===== src/sv/thrm_pkg.sv =====
// ----------------------------------------------------------------------------
// thrm_pkg
// shared constants, types and calibration contents for the thermistor
// adc to temperature converter
// ----------------------------------------------------------------------------
`timescale 1ns / 1ps

package thrm_pkg;

  localparam int ADC_BITS_DEF  = 10;
  localparam int TABLE_ENTRIES = 33;
  localparam int OHM_W         = 16;
  localparam int TEMP_W        = 11;
  localparam int PADDR_W       = 3;
  localparam int PDATA_W       = 32;

  localparam logic [PADDR_W-1:0] REG_SERIES_ADDR = 3'd0;
  localparam logic [OHM_W-1:0]   SERIES_RESET    = 16'd10000;
  localparam logic [OHM_W-1:0]   OHM_MAX         = 16'hffff;
  localparam logic [TEMP_W-1:0]  TEMP_MAX        = 11'h7ff;

  typedef struct packed {
    logic [15:0] ohms;
    logic [15:0] temp;
  } cal_entry_t;

  localparam cal_entry_t CAL_TABLE [TABLE_ENTRIES] = '{
    '{16'd65535, 16'd370},  '{16'd55046, 16'd400},  '{16'd42157, 16'd450},
    '{16'd32554, 16'd500},  '{16'd25339, 16'd550},  '{16'd19872, 16'd600},
    '{16'd15698, 16'd650},  '{16'd12488, 16'd700},  '{16'd10000, 16'd750},
    '{16'd8059,  16'd800},  '{16'd6535,  16'd850},  '{16'd5330,  16'd900},
    '{16'd4372,  16'd950},  '{16'd3605,  16'd1000}, '{16'd2989,  16'd1050},
    '{16'd2490,  16'd1100}, '{16'd2084,  16'd1150}, '{16'd1753,  16'd1200},
    '{16'd1481,  16'd1250}, '{16'd1256,  16'd1300}, '{16'd1070,  16'd1350},
    '{16'd915,   16'd1400}, '{16'd786,   16'd1450}, '{16'd677,   16'd1500},
    '{16'd586,   16'd1550}, '{16'd508,   16'd1600}, '{16'd443,   16'd1650},
    '{16'd387,   16'd1700}, '{16'd339,   16'd1750}, '{16'd298,   16'd1800},
    '{16'd262,   16'd1850}, '{16'd232,   16'd1900}, '{16'd206,   16'd1950}
  };

  localparam int TBL_AW = $clog2(TABLE_ENTRIES);
  localparam int IDX_W  = $clog2(TABLE_ENTRIES + 1);

endpackage


===== src/sv/thermistor_adc_to_temperature.sv =====
// ----------------------------------------------------------------------------
// thermistor_adc_to_temperature
// a zero code gives an out-of-range result with no division; else a serial
// division yields the resistance and 5 or 6 search reads find its interval,
// out of range below the last calibration point, else a second serial
// division interpolates; throughput: a request is taken only while idle,
// the next one while the result is shown, the receiver cannot stall
// reset: synchronous active-low, series resistance returns to 10000 ohms
// ----------------------------------------------------------------------------
`timescale 1ns / 1ps

module thermistor_adc_to_temperature #(
  parameter int ADC_BITS = thrm_pkg::ADC_BITS_DEF
) (
  input  logic                          clk,
  input  logic                          rst_n,
  input  logic                          start,
  output logic                          busy,
  input  logic [ADC_BITS-1:0]           in_adc_code,
  output logic                          out_valid,
  output logic [thrm_pkg::TEMP_W-1:0]   out_temperature,
  output logic                          out_out_of_range,
  input  logic                          psel,
  input  logic                          penable,
  input  logic                          pwrite,
  input  logic [thrm_pkg::PADDR_W-1:0]  paddr,
  input  logic [thrm_pkg::PDATA_W-1:0]  pwdata,
  output logic [thrm_pkg::PDATA_W-1:0]  prdata,
  output logic                          pready
);
  import thrm_pkg::*;

  localparam int NUM_W = OHM_W + ((ADC_BITS > TEMP_W) ? ADC_BITS : TEMP_W);
  localparam int P1_W  = OHM_W + ADC_BITS;
  localparam int P2_W  = OHM_W + TEMP_W;
  localparam logic [ADC_BITS-1:0] FULL = '1;
  localparam logic [IDX_W-1:0]    N_IDX = IDX_W'(TABLE_ENTRIES);
  localparam logic [IDX_W-1:0]    MID0  = IDX_W'((1 + TABLE_ENTRIES) / 2);
  localparam logic [TEMP_W-1:0]   LAST_TEMP = CAL_TABLE[TABLE_ENTRIES-1].temp[TEMP_W-1:0];

  localparam logic [3:0] ST_IDLE = 4'd0;
  localparam logic [3:0] ST_MUL1 = 4'd1;
  localparam logic [3:0] ST_D1S  = 4'd2;
  localparam logic [3:0] ST_D1W  = 4'd3;
  localparam logic [3:0] ST_SRCH = 4'd4;
  localparam logic [3:0] ST_FA   = 4'd5;
  localparam logic [3:0] ST_FB   = 4'd6;
  localparam logic [3:0] ST_MUL2 = 4'd7;
  localparam logic [3:0] ST_D2S  = 4'd8;
  localparam logic [3:0] ST_D2W  = 4'd9;

  logic [3:0]          state_r, state_nxt;
  logic [OHM_W-1:0]    ser_r, ser_nxt;
  logic [ADC_BITS-1:0] code_r, code_nxt;
  logic [NUM_W-1:0]    prod_r, prod_nxt;
  logic [OHM_W-1:0]    res_r, res_nxt;
  logic [IDX_W-1:0]    lo_r, lo_nxt;
  logic [IDX_W-1:0]    hi_r, hi_nxt;
  logic [IDX_W-1:0]    mid_r, mid_nxt;
  logic [OHM_W-1:0]    hr_r, hr_nxt;
  logic [TEMP_W-1:0]   ht_r, ht_nxt;
  logic [OHM_W-1:0]    nd_r, nd_nxt;
  logic [TEMP_W-1:0]   dt_r, dt_nxt;
  logic [OHM_W-1:0]    span_r, span_nxt;
  logic                valid_r, valid_nxt;
  logic [TEMP_W-1:0]   temp_r, temp_nxt;
  logic                oor_r, oor_nxt;

  logic [P1_W-1:0]     p1;
  logic [P2_W-1:0]     p2;
  logic [TBL_AW-1:0]   rom_addr;
  cal_entry_t          rom_data;
  logic                div_start;
  logic [OHM_W-1:0]    div_den;
  logic                div_done;
  logic [NUM_W-1:0]    div_quot;
  logic                ge;
  logic [IDX_W-1:0]    lo_s, hi_s, mid_s;
  logic [TEMP_W:0]     tsum;
  logic                cfg_wr;

  thrm_rom u_rom (
    .clk   (clk),
    .addr  (rom_addr),
    .rdata (rom_data)
  );

  thrm_div #(
    .NUM_W (NUM_W),
    .DEN_W (OHM_W)
  ) u_div (
    .clk   (clk),
    .rst_n (rst_n),
    .start (div_start),
    .num   (prod_r),
    .den   (div_den),
    .done  (div_done),
    .quot  (div_quot)
  );

  assign cfg_wr = psel && penable && pwrite && (paddr == REG_SERIES_ADDR);
  assign pready = 1'b1;
  assign prdata = (paddr == REG_SERIES_ADDR) ? PDATA_W'(ser_r) : '0;

  assign busy      = (state_r != ST_IDLE);
  assign div_start = (state_r == ST_D1S) || (state_r == ST_D2S);
  assign div_den   = (state_r == ST_D1S) ? OHM_W'(code_r) : span_r;

  always_comb begin
    p1 = P1_W'(ser_r) * P1_W'(FULL - code_r);
    p2 = P2_W'(nd_r) * P2_W'(dt_r);
    ge = res_r >= rom_data.ohms;
    lo_s = ge ? lo_r : (mid_r + 1'b1);
    hi_s = ge ? mid_r : hi_r;
    mid_s = IDX_W'((IDX_W + 1)'(lo_s) + (IDX_W + 1)'(hi_s) >> 1);
    tsum = {1'b0, ht_r} + {1'b0, div_quot[TEMP_W-1:0]};

    state_nxt = state_r;
    ser_nxt   = cfg_wr ? pwdata[OHM_W-1:0] : ser_r;
    code_nxt  = code_r;
    prod_nxt  = prod_r;
    res_nxt   = res_r;
    lo_nxt    = lo_r;
    hi_nxt    = hi_r;
    mid_nxt   = mid_r;
    hr_nxt    = hr_r;
    ht_nxt    = ht_r;
    nd_nxt    = nd_r;
    dt_nxt    = dt_r;
    span_nxt  = span_r;
    valid_nxt = 1'b0;
    temp_nxt  = temp_r;
    oor_nxt   = oor_r;
    rom_addr  = mid_r[TBL_AW-1:0];

    unique case (state_r)
      ST_IDLE: begin
        if (start) begin
          code_nxt = in_adc_code;
          if (in_adc_code == '0) begin
            valid_nxt = 1'b1;
            temp_nxt  = LAST_TEMP;
            oor_nxt   = 1'b1;
          end else begin
            state_nxt = ST_MUL1;
          end
        end
      end
      ST_MUL1: begin
        prod_nxt  = NUM_W'(p1);
        state_nxt = ST_D1S;
      end
      ST_D1S: begin
        state_nxt = ST_D1W;
      end
      ST_D1W: begin
        if (div_done) begin
          res_nxt   = (div_quot > NUM_W'(OHM_MAX)) ? OHM_MAX : div_quot[OHM_W-1:0];
          lo_nxt    = IDX_W'(1);
          hi_nxt    = N_IDX;
          mid_nxt   = MID0;
          rom_addr  = MID0[TBL_AW-1:0];
          state_nxt = ST_SRCH;
        end
      end
      ST_SRCH: begin
        lo_nxt = lo_s;
        hi_nxt = hi_s;
        if (lo_s == hi_s) begin
          if (hi_s == N_IDX) begin
            valid_nxt = 1'b1;
            temp_nxt  = LAST_TEMP;
            oor_nxt   = 1'b1;
            state_nxt = ST_IDLE;
          end else begin
            mid_nxt   = lo_s;
            rom_addr  = TBL_AW'(lo_s - 1'b1);
            state_nxt = ST_FA;
          end
        end else begin
          mid_nxt  = mid_s;
          rom_addr = mid_s[TBL_AW-1:0];
        end
      end
      ST_FA: begin
        hr_nxt    = rom_data.ohms;
        ht_nxt    = rom_data.temp[TEMP_W-1:0];
        rom_addr  = mid_r[TBL_AW-1:0];
        state_nxt = ST_FB;
      end
      ST_FB: begin
        nd_nxt    = hr_r - res_r;
        dt_nxt    = rom_data.temp[TEMP_W-1:0] - ht_r;
        span_nxt  = hr_r - rom_data.ohms;
        state_nxt = ST_MUL2;
      end
      ST_MUL2: begin
        prod_nxt  = NUM_W'(p2);
        state_nxt = ST_D2S;
      end
      ST_D2S: begin
        state_nxt = ST_D2W;
      end
      ST_D2W: begin
        if (div_done) begin
          valid_nxt = 1'b1;
          oor_nxt   = 1'b0;
          if ((div_quot > NUM_W'(TEMP_MAX)) || tsum[TEMP_W]) begin
            temp_nxt = TEMP_MAX;
          end else begin
            temp_nxt = tsum[TEMP_W-1:0];
          end
          state_nxt = ST_IDLE;
        end
      end
      default: begin
        state_nxt = ST_IDLE;
      end
    endcase
  end

  always_ff @(posedge clk) begin
    if (!rst_n) begin
      state_r <= ST_IDLE;
      ser_r   <= SERIES_RESET;
      valid_r <= 1'b0;
    end else begin
      state_r <= state_nxt;
      ser_r   <= ser_nxt;
      valid_r <= valid_nxt;
    end
    code_r <= code_nxt;
    prod_r <= prod_nxt;
    res_r  <= res_nxt;
    lo_r   <= lo_nxt;
    hi_r   <= hi_nxt;
    mid_r  <= mid_nxt;
    hr_r   <= hr_nxt;
    ht_r   <= ht_nxt;
    nd_r   <= nd_nxt;
    dt_r   <= dt_nxt;
    span_r <= span_nxt;
    temp_r <= temp_nxt;
    oor_r  <= oor_nxt;
  end

  assign out_valid        = valid_r;
  assign out_temperature  = temp_r;
  assign out_out_of_range = oor_r;

endmodule


===== src/sv/thrm_rom.sv =====
// ----------------------------------------------------------------------------
// thrm_rom
// calibration memory, one registered read port
// ----------------------------------------------------------------------------
`timescale 1ns / 1ps

module thrm_rom (
  input  logic                      clk,
  input  logic [thrm_pkg::TBL_AW-1:0] addr,
  output thrm_pkg::cal_entry_t      rdata
);
  import thrm_pkg::*;

  cal_entry_t mem [TABLE_ENTRIES];
  cal_entry_t rdata_r;

  always_comb begin
    for (int k = 0; k < TABLE_ENTRIES; k++) begin
      mem[k] = CAL_TABLE[k];
    end
  end

  always_ff @(posedge clk) begin
    rdata_r <= mem[addr];
  end

  assign rdata = rdata_r;

endmodule


===== src/sv/thrm_div.sv =====
// ----------------------------------------------------------------------------
// thrm_div
// restoring radix-2 unsigned divider, one quotient bit per cycle
// ----------------------------------------------------------------------------
`timescale 1ns / 1ps

module thrm_div #(
  parameter int NUM_W = 27,
  parameter int DEN_W = 16
) (
  input  logic             clk,
  input  logic             rst_n,
  input  logic             start,
  input  logic [NUM_W-1:0] num,
  input  logic [DEN_W-1:0] den,
  output logic             done,
  output logic [NUM_W-1:0] quot
);
  import thrm_pkg::*;

  localparam int CW = $clog2(NUM_W + 1);

  logic [CW-1:0]    cnt_r, cnt_nxt;
  logic             done_r, done_nxt;
  logic [NUM_W-1:0] q_r, q_nxt;
  logic [DEN_W-1:0] rem_r, rem_nxt;
  logic [DEN_W-1:0] den_r, den_nxt;
  logic [DEN_W:0]   rem_sh;
  logic [DEN_W:0]   diff;
  logic             ge;

  always_comb begin
    rem_sh   = {rem_r, q_r[NUM_W-1]};
    ge       = rem_sh >= {1'b0, den_r};
    diff     = rem_sh - {1'b0, den_r};
    cnt_nxt  = cnt_r;
    done_nxt = 1'b0;
    q_nxt    = q_r;
    rem_nxt  = rem_r;
    den_nxt  = den_r;
    if (start) begin
      cnt_nxt = CW'(NUM_W);
      q_nxt   = num;
      rem_nxt = '0;
      den_nxt = den;
    end else if (cnt_r != '0) begin
      cnt_nxt  = cnt_r - 1'b1;
      done_nxt = (cnt_r == CW'(1));
      q_nxt    = {q_r[NUM_W-2:0], ge};
      rem_nxt  = ge ? diff[DEN_W-1:0] : rem_sh[DEN_W-1:0];
    end
  end

  always_ff @(posedge clk) begin
    if (!rst_n) begin
      cnt_r  <= '0;
      done_r <= 1'b0;
    end else begin
      cnt_r  <= cnt_nxt;
      done_r <= done_nxt;
    end
    q_r   <= q_nxt;
    rem_r <= rem_nxt;
    den_r <= den_nxt;
  end

  assign done = done_r;
  assign quot = q_r;

endmodule

===== config.mk =====
export PLATFORM = sky130hd
export DESIGN_NAME = thermistor_adc_to_temperature
export DESIGN_NICKNAME = d
export VERILOG_FILES = /design/src/sv/thrm_pkg.sv /design/src/sv/thermistor_adc_to_temperature.sv /design/src/sv/thrm_rom.sv /design/src/sv/thrm_div.sv
export SDC_FILE = /design/constraint.sdc
export NUM_CORES = 1
export LEC_CHECK = 0
export ABC_CLOCK_PERIOD_IN_PS = 15080
export BUFFER_PORTS_ARGS = -buffer_cell sky130_fd_sc_hd__buf_2
export CORE_UTILIZATION = 25
export CTS_BUF_LIST = sky130_fd_sc_hd__clkbuf_8 sky130_fd_sc_hd__clkbuf_16
export DETAILED_ROUTE_END_ITERATION = 12
export SLEW_MARGIN = 30
export SYNTH_ARGS = -nofsm -noshare
export SYNTH_HDL_FRONTEND = slang
export SYNTH_SLANG_ARGS = --single-unit

===== constraint.sdc =====
create_clock -name clk -period 15.08 [get_ports clk]
set_clock_uncertainty 0.05 [all_clocks]
set_input_delay 0.754 -clock clk [delete_from_list [all_inputs] [get_ports clk]]
set_output_delay 0.754 -clock clk [all_outputs]
set_load 0.05 [all_outputs]

==> results.rst, run 1 <==
.. list-table::
   :header-rows: 1

   * - Metric
     - Value
   * - Share of flip-flops with an asynchronous set or reset
     - 0%
   * - Post-synth design cell area
     - 25750 um^2
   * - Vias post-DR
     - 18650
   * - Adder-cell share of the synthesized area
     - 29.73%
   * - Buffer depth of the longest clock path
     - 3
   * - Initial core utilization
     - 25.27%
   * - Classification of the worst setup path
     - reg2reg
   * - Count of pins over their slew limit
     - 0
   * - Required time at the endpoint of the critical path
     - 15310 ps
   * - Detailed-placement wirelength estimate
     - 47.42 mm
   * - Non-filler instance count after layout
     - 4151
   * - DRC
     - 0
   * - Global-route wire length before repair
     - 101.5 mm
   * - Core Rows
     - 117
   * - Multi-input gate area in the final layout
     - 16460 um^2
   * - Wirelength, routed
     - 61.36 mm
   * - CTS tree
     - done
   * - Synthesized area per cell
     - 9.292 um^2
   * - Max_cap viols
     - 0
   * - Busiest metal layer after global routing
     - met2
   * - Area share of the largest cell type after synthesis
     - 22.63%
   * - Detailed-route wire length per cell
     - 14.78 um
   * - Clock sink count
     - 263
   * - Count of cells resized by post-cts repair
     - 0
   * - Xor/xnor share of the synthesized area
     - 3.776%
   * - Initial antenna violation count
     - 2
   * - Total power density per cell area
     - 113.7 nW/um^2
   * - Filler cell count
     - 10910
   * - Share of synthesized area occupied by flip-flops and latches
     - 27.99%
   * - Top-level I/O count
     - 98
   * - Cell with the most instances after synthesis
     - sky130_fd_sc_hd__inv_1
   * - Category of the worst setup path launch point
     - flop
   * - Sequential Power Share
     - 34.3%
   * - Synthesized flop and latch total
     - 263
   * - Critical-path maximum fanout
     - 16
   * - Post-CTS Hold Fix Bufs
     - 0
   * - Capturing element type of the critical path
     - flop
   * - Outcome
     - complete, no violations
   * - Routing usage on met3
     - 1.108%
   * - Number of buffers inserted during clock tree synthesis
     - 28
   * - Commonest cells post-synth
     - 403 x sky130_fd_sc_hd__inv_1, 339 x sky130_fd_sc_hd__nand2_1, 247 x sky130_fd_sc_hd__ha_1
   * - GR Overflow Total
     - 0
   * - Final antenna-violating net count
     - 0
   * - Met1 Usage GRT
     - 15.91%
   * - Type of the most critical hold path
     - in2reg
   * - First-pass DRT Iterations
     - 6
   * - Violation count after the first detailed-route iteration
     - 1187
   * - Power consumption
     - 3.209 mW
   * - Clock Tree Root
     - sky130_fd_sc_hd__clkbuf_16
   * - Maximum level of the CTS H-tree
     - 1
   * - GR Layer Usage met2
     - 20.90%
   * - Transition time at the pin with the least slew margin
     - 996.5 ps
   * - Count of buffers added by post-CTS timing repair for setup
     - 0
   * - Net Sw Power
     - 1.280 mW
   * - Vert. Die Dim
     - 322.9 um
   * - Cell Count Post-Placement
     - 4097
   * - Unrepaired setup endpoints after global routing
     - no
   * - Worst-path clk slew
     - 70 ps
   * - Number of cells produced by synthesis
     - 2771
   * - Clock latency on the worst-skew pair
     - 590 ps
   * - LEAKAGE
     - 12.48 nW
   * - Dominant combinational cell family by area after synthesis
     - adder cells
   * - Top post-synthesis cells by area
     - sky130_fd_sc_hd__edfxtp_1 23%, sky130_fd_sc_hd__fa_1 18%, sky130_fd_sc_hd__ha_1 12%
   * - Area of the die
     - 104300 um^2
   * - Placeable core region
     - 101900 um^2
   * - Number of enable-type register cells in the synthesized netlist
     - 194
   * - Count of cell types in the netlist
     - 94
   * - Flip-flop and latch area
     - 7207 um^2
   * - IR drop worst, VDD
     - 0.0001468 V
   * - Post-layout util
     - 27.70%
   * - Layout cell share with drive strength beyond 1
     - 6.686%
   * - Share of synthesized cell area in and, or, nand and nor gates
     - 18.07%
   * - Gp weighted congestion
     - 0.8527
   * - Fraction of the mapped netlist area in compound gates
     - 10.83%
   * - Crit path arrival time
     - 6910 ps
   * - Final hold viol count
     - 0
   * - Horizontal die dimension
     - 322.9 um
   * - Layout overhead on the synthesized area
     - 9.626%
   * - Worst max-slew margin expressed relative to the limit
     - 33.57%
   * - Clock share of power
     - 20.4%
   * - Max Fclk
     - 0.1498 GHz
   * - Synthesis warning total
     - 0
   * - Cell type contributing the most total cell area after synthesis
     - sky130_fd_sc_hd__edfxtp_1
   * - Fraction of power spent switching nets
     - 39.88%
   * - Final period utilization
     - 44.28%
   * - Number of I/O port buffers
     - 64
   * - Internal power component
     - 1.929 mW
   * - Post-layout net count
     - 3286
   * - Final setup violating endpoints
     - 0
   * - Power share of the combinational group
     - 45.3%
   * - Mux cell area share after synthesis
     - 1.074%
   * - Total routing usage reported by global routing
     - 12.01%
   * - Vias per inst
     - 4.493
   * - Maximum number of pins on one net before global-route repair
     - 50
   * - Post-layout min period
     - 6678 ps
   * - Vias in the first global route
     - 19110
   * - Summed negative setup slack over all endpoints
     - 0 ps
   * - Top flip-flop cell by instance count after synthesis
     - sky130_fd_sc_hd__edfxtp_1
[kinds of logic after synthesis]
kind of cell,Yosys count
mux,26
other cells,2
fa+ha+maj,475
compound gates,430
simple gates,922
buf+inv,542
xor+xnor,111
flops,263
[flip-flops by register name (all words and copies together), names as in the netlist, 4 cells and up]
signal	cells
code_r	10
lo_r	6
out_temperature	11
u_rom.rdata	26
prod_r	27
mid_r	6
res_r	16
u_div.rem_r	16
nd_r	16
u_div.quot	27
span_r	16
ser_r	16
dt_r	10
hi_r	6
hr_r	16
u_div.cnt_r	5
ht_r	10
u_div.den_r	16
state_r	4
[worst max-delay path, stage by stage, from the launching register on]
cell and delay, ps:
sky130_fd_sc_hd__edfxtp_1 670, sky130_fd_sc_hd__and2_1 280, sky130_fd_sc_hd__fa_1 530, sky130_fd_sc_hd__inv_1 50
sky130_fd_sc_hd__fa_1 470, sky130_fd_sc_hd__inv_1 60, sky130_fd_sc_hd__fa_1 540, sky130_fd_sc_hd__fa_1 550
sky130_fd_sc_hd__inv_1 60, sky130_fd_sc_hd__fa_1 540, sky130_fd_sc_hd__inv_1 50, sky130_fd_sc_hd__ha_1 310
sky130_fd_sc_hd__o21a_1 180, sky130_fd_sc_hd__o21a_1 160, sky130_fd_sc_hd__and3_1 180, sky130_fd_sc_hd__a211oi_1 100
sky130_fd_sc_hd__o41ai_1 390, sky130_fd_sc_hd__a21o_1 270, sky130_fd_sc_hd__a211oi_1 110, sky130_fd_sc_hd__a221oi_1 680
sky130_fd_sc_hd__mux2i_1 150
[per-stage QoR]
| stage | cell area [um^2] | hold slack (ps) | setup WS [ps] |
|---|---|---|---|
| 2_1_floorplan | 25800 | 358.2 | 9282 |
| 3_3_place_gp | 27340 | 361.9 | 8517 |
| 3_5_place_dp | 27340 | 364.9 | 8537 |
| 4_1_cts | 28210 | 311.1 | 8458 |
| 5_1_grt | 28220 | 322.8 | 8029 |
| 6_report | 28230 | 332.5 | 8402 |
[metal layers]
layer,part of all wire (%),wire [um]
met5,0,0
met4,2.0,1220
met3,3.7,2300
met2,49,29920
met1,46,27920
[path summary, 6_finish.rpt]
| check | slack, ps | from | to | cells past startpoint |
|---|---|---|---|---|
| setup / recovery | 8400 | dt_r[7] | prod_r[24] | 20 |
| hold / removal | 330 | in_adc_code[6] | code_r[6] | 1 |
| setup reg to reg | 8400 | dt_r[7] | prod_r[24] | 20 |
| hold reg to reg | 380 | u_rom.rdata[22] | hr_r[6] | 0 |
[cells in the final DEF (no fill, tap or decap), drive strengths merged, types with 34 or more instances in the layout]
master	instances
o21ai	115
nor2	117
inv	417
nand3	34
nand2b	95
buf	81
nand2	343
ha	247
and2	92
fa	228
nor2b	118
xnor2	82
dfxtp	69
edfxtp	194
a21oi	117
[final cells by class]
| cell class | count | share of cell area [%] |
|---|---|---|
| diodes | 1 | 0.008865 |
| clock buffers | 30 | 2.580 |
| clock inverters | 22 | 0.4965 |
| inverters | 405 | 5.412 |
| multi-input cells | 1981 | 58.31 |
| flip-flops and latches | 263 | 25.53 |
| well taps | 1368 | 6.064 |
| repair buffers | 81 | 1.600 |
[power by group through the flow]
stage	combinational (mW)	clock (mW)	sequential, mW
CTS	1.46	0.672	1.10
global route	1.67	0.698	1.12
floorplan	1.17	0	1.04
global placement	1.43	0	1.12
finish	1.45	0.655	1.10
detailed placement	1.45	0	1.12
(Power assumes the default switching activity.)
==> run 2, diff against run 1 <==
Settings changed: ABC_AREA set to 1, ABC_CLOCK_PERIOD_IN_PS 15080 to 6450.
Clock period 15.08 ns to 6.45 ns, I/O delays scaled along.
==> run 2 against run 1 <==
Net effect:
- combinational power grew to 5.1 times the previous value
- total power rose to 3.7 times the previous value
- worst setup slack worse by 8000 ps
- via count rose by 4.0%
- non-clock buffer count is 72 higher
- hold slack worse by 220 ps
- design area is 0.15% higher
- critical path depth increased by 4
- critical endpoint unchanged
- largest power group unchanged
==> results.rst, run 2 <==
.. list-table::
   :header-rows: 1

   * - Metric
     - Value
   * - Outcome
     - complete, no violations
   * - Vert. Die Dim
     - 318.5 um
   * - First-pass DRT Iterations
     - 6
   * - Most common library cell in the layout ignoring fill and taps
     - sky130_fd_sc_hd__nand2_1
   * - Top-level I/O count
     - 98
   * - Max_cap viols
     - 0
   * - Clock share of power
     - 14.4%
   * - Final antenna-violating net count
     - 0
   * - Category of the worst setup path launch point
     - flop
   * - Top post-synthesis cells by area
     - sky130_fd_sc_hd__edfxtp_1 23%, sky130_fd_sc_hd__fa_1 18%, sky130_fd_sc_hd__ha_1 12%
   * - Clock sink count
     - 263
   * - Mux cell area share after synthesis
     - 0%
   * - Share of synthesized cell area in and, or, nand and nor gates
     - 17.43%
   * - Area share of the largest cell type after synthesis
     - 23.27%
   * - Unrepaired setup endpoints after global routing
     - no
   * - Cell with the most instances after synthesis
     - sky130_fd_sc_hd__nand2_1
   * - Buffer depth of the longest clock path
     - 3
   * - Detailed-route wire length per cell
     - 14.73 um
   * - Commonest cells post-synth
     - 656 x sky130_fd_sc_hd__nand2_1, 618 x sky130_fd_sc_hd__inv_1, 247 x sky130_fd_sc_hd__ha_1
   * - Vias per inst
     - 4.397
   * - Transition time at the pin with the least slew margin
     - 1002 ps
   * - Adder-cell share of the synthesized area
     - 30.57%
   * - Clock latency on the worst-skew pair
     - 580 ps
   * - Classification of the worst setup path
     - reg2reg
   * - Dominant combinational cell family by area after synthesis
     - adder cells
   * - DRC
     - 0
   * - IR drop worst, VDD
     - 0.0003178 V
   * - Global-route wire length before repair
     - 105.1 mm
   * - Placeable core region
     - 98850 um^2
   * - Critical-path maximum fanout
     - 9
   * - Number of enable-type register cells in the synthesized netlist
     - 194
   * - Top flip-flop cell by instance count after synthesis
     - sky130_fd_sc_hd__edfxtp_1
   * - Count of cell types in the netlist
     - 61
   * - Final setup violating endpoints
     - 0
   * - Area of the die
     - 101400 um^2
   * - Summed negative setup slack over all endpoints
     - 0 ps
   * - Total power density per cell area
     - 421.8 nW/um^2
   * - Horizontal die dimension
     - 318.5 um
   * - Synthesis warning total
     - 0
   * - Post-layout min period
     - 6018 ps
   * - Final period utilization
     - 93.31%
   * - Violation count after the first detailed-route iteration
     - 1244
   * - Highest-count cells in the layout ignoring fill and taps
     - 656 x sky130_fd_sc_hd__nand2_1, 619 x sky130_fd_sc_hd__inv_1, 247 x sky130_fd_sc_hd__ha_1, 228 x sky130_fd_sc_hd__fa_1, 226 x sky130_fd_sc_hd__nor2_1
   * - Clock Tree Root
     - sky130_fd_sc_hd__clkbuf_16
   * - Xor/xnor share of the synthesized area
     - 2.763%
   * - Non-filler instance count after layout
     - 4413
   * - LEAKAGE
     - 13.94 nW
   * - Number of I/O port buffers
     - 64
   * - Layout cell share with drive strength beyond 1
     - 7.872%
   * - Synthesized flop and latch total
     - 263
   * - Layout overhead on the synthesized area
     - 12.90%
   * - Gp weighted congestion
     - 0.8539
   * - Type of the most critical hold path
     - in2reg
   * - Internal power component
     - 6.111 mW
   * - CTS tree
     - done
   * - Final hold viol count
     - 0
   * - Cell type contributing the most total cell area after synthesis
     - sky130_fd_sc_hd__edfxtp_1
   * - Net Sw Power
     - 5.812 mW
   * - Vias post-DR
     - 19410
   * - Maximum number of pins on one net before global-route repair
     - 69
   * - Share of flip-flops with an asynchronous set or reset
     - 0%
   * - Required time at the endpoint of the critical path
     - 6720 ps
   * - Number of buffers inserted during clock tree synthesis
     - 29
   * - GR Overflow Total
     - 0
   * - Fraction of the mapped netlist area in compound gates
     - 8.765%
   * - Initial core utilization
     - 25.33%
   * - Cell Count Post-Placement
     - 4317
   * - Worst-path clk slew
     - 70 ps
   * - Crit path arrival time
     - 6290 ps
   * - Synthesized area per cell
     - 8.332 um^2
   * - Sequential Power Share
     - 23.5%
   * - Fraction of power spent switching nets
     - 48.74%
   * - Wirelength, routed
     - 65.02 mm
   * - Power share of the combinational group
     - 62.1%
   * - Count of pins over their slew limit
     - 0
   * - Initial antenna violation count
     - 2
   * - Worst max-slew margin expressed relative to the limit
     - 32.68%
   * - Number of cells produced by synthesis
     - 3005
   * - Detailed-placement wirelength estimate
     - 51.90 mm
   * - Total routing usage reported by global routing
     - 12.81%
   * - Max Fclk
     - 0.1662 GHz
   * - Post-synth design cell area
     - 25040 um^2
   * - Core Rows
     - 115
   * - Maximum level of the CTS H-tree
     - 1
   * - Post-layout net count
     - 3628
   * - Capturing element type of the critical path
     - flop
   * - Share of synthesized area occupied by flip-flops and latches
     - 28.78%
   * - Vias in the first global route
     - 19620
[run 2: worst max-delay path, cell delays in order (launching register included)]
cell	delay (ps)
sky130_fd_sc_hd__edfxtp_1	390
sky130_fd_sc_hd__inv_1	290
sky130_fd_sc_hd__buf_4	220
sky130_fd_sc_hd__nand2_1	80
sky130_fd_sc_hd__fa_1	460
sky130_fd_sc_hd__fa_1	460
sky130_fd_sc_hd__fa_1	500
sky130_fd_sc_hd__inv_1	60
sky130_fd_sc_hd__fa_1	520
sky130_fd_sc_hd__inv_1	60
sky130_fd_sc_hd__fa_1	530
sky130_fd_sc_hd__inv_1	40
sky130_fd_sc_hd__ha_1	340
sky130_fd_sc_hd__a21oi_1	200
sky130_fd_sc_hd__nor2_1	60
sky130_fd_sc_hd__o21ai_0	140
sky130_fd_sc_hd__o211ai_1	110
sky130_fd_sc_hd__a21oi_1	180
sky130_fd_sc_hd__inv_1	90
sky130_fd_sc_hd__a21oi_1	240
sky130_fd_sc_hd__o21ai_0	170
sky130_fd_sc_hd__nand3_1	90
sky130_fd_sc_hd__nand2_1	60
sky130_fd_sc_hd__o21ai_0	340
sky130_fd_sc_hd__nand2_1	90
[run 2: cell families after synthesis]
group | after synthesis
buffers and inverters | 737
AO/OA/AOI/OAI | 398
XOR/XNOR | 79
AND/OR/NAND/NOR | 1051
flip-flops | 263
other | 2
adder cells (fa/ha/maj) | 475
[run 2: cell type report]
type                    instances  area, um^2
diodes                          1       2.502
clock buffers                  33       792.0
clock inverters                21       191.4
fillers                     10480       70580
inverters                     635        2392
multi-input cells            2020       15000
flip-flops and latches        263        7207
well taps                    1287        1610
repair buffers                153        1072
[run 2: power groups by stage]
| stage | combinational, mW | sequential, mW | clock, mW |
|---|---|---|---|
| after floorplan | 5.45 | 2.70 | 0 |
| after CTS | 7.39 | 2.81 | 1.76 |
| final | 7.40 | 2.80 | 1.72 |
| after global placement | 7.27 | 2.83 | 0 |
| after global routing | 8.44 | 2.85 | 1.81 |
| after detailed placement | 7.33 | 2.84 | 0 |
[run 2: path summary, 6_finish.rpt]
kind,to,cells after the start,slack [ps],start
max,prod_r[24],24,430,code_r[4]
min,u_div.cnt_r[0],3,110,rst_n
max reg2reg,prod_r[24],24,430,code_r[4]
min reg2reg,hr_r[9],0,370,u_rom.rdata[25]
[run 2: routing by layer]
metal  GRT usage (%)  up-vias  routed length, um
li1                -     9570                  -
met1           16.83     9248              28970
met2           21.74      461              30690
met3           1.501      122               3209
met4           4.251        4               2118
met5               0        -                 23
[run 2: stage by stage]
step | hold WS (ps) | util [%] | power [mW] | cell area [um^2] | setup slack, ps
final | 113.7 | 28.60 | 11.92 | 28270 | 431.8
after global routing | 132.2 | 28.59 | 13.10 | 28270 | 8.612
after CTS | 77.26 | 28.44 | 11.96 | 28120 | 376.9
after detailed placement | 363.4 | 27.19 | 10.17 | 26870 | 396.7
after global placement | 362.7 | 27.18 | 10.10 | 26870 | 426.6
after floorplan | 358.2 | - | 8.143 | 25090 | 781.8
[run 2: repair_timing]
action | in CTS | in global routing
endpoints found under the setup margin | 0 | 4
gates resized for setup | 0 | 2
hold endpoints to repair | 26 | 0
hold buffers | 26 | 0
buffers inserted | 0 | 14
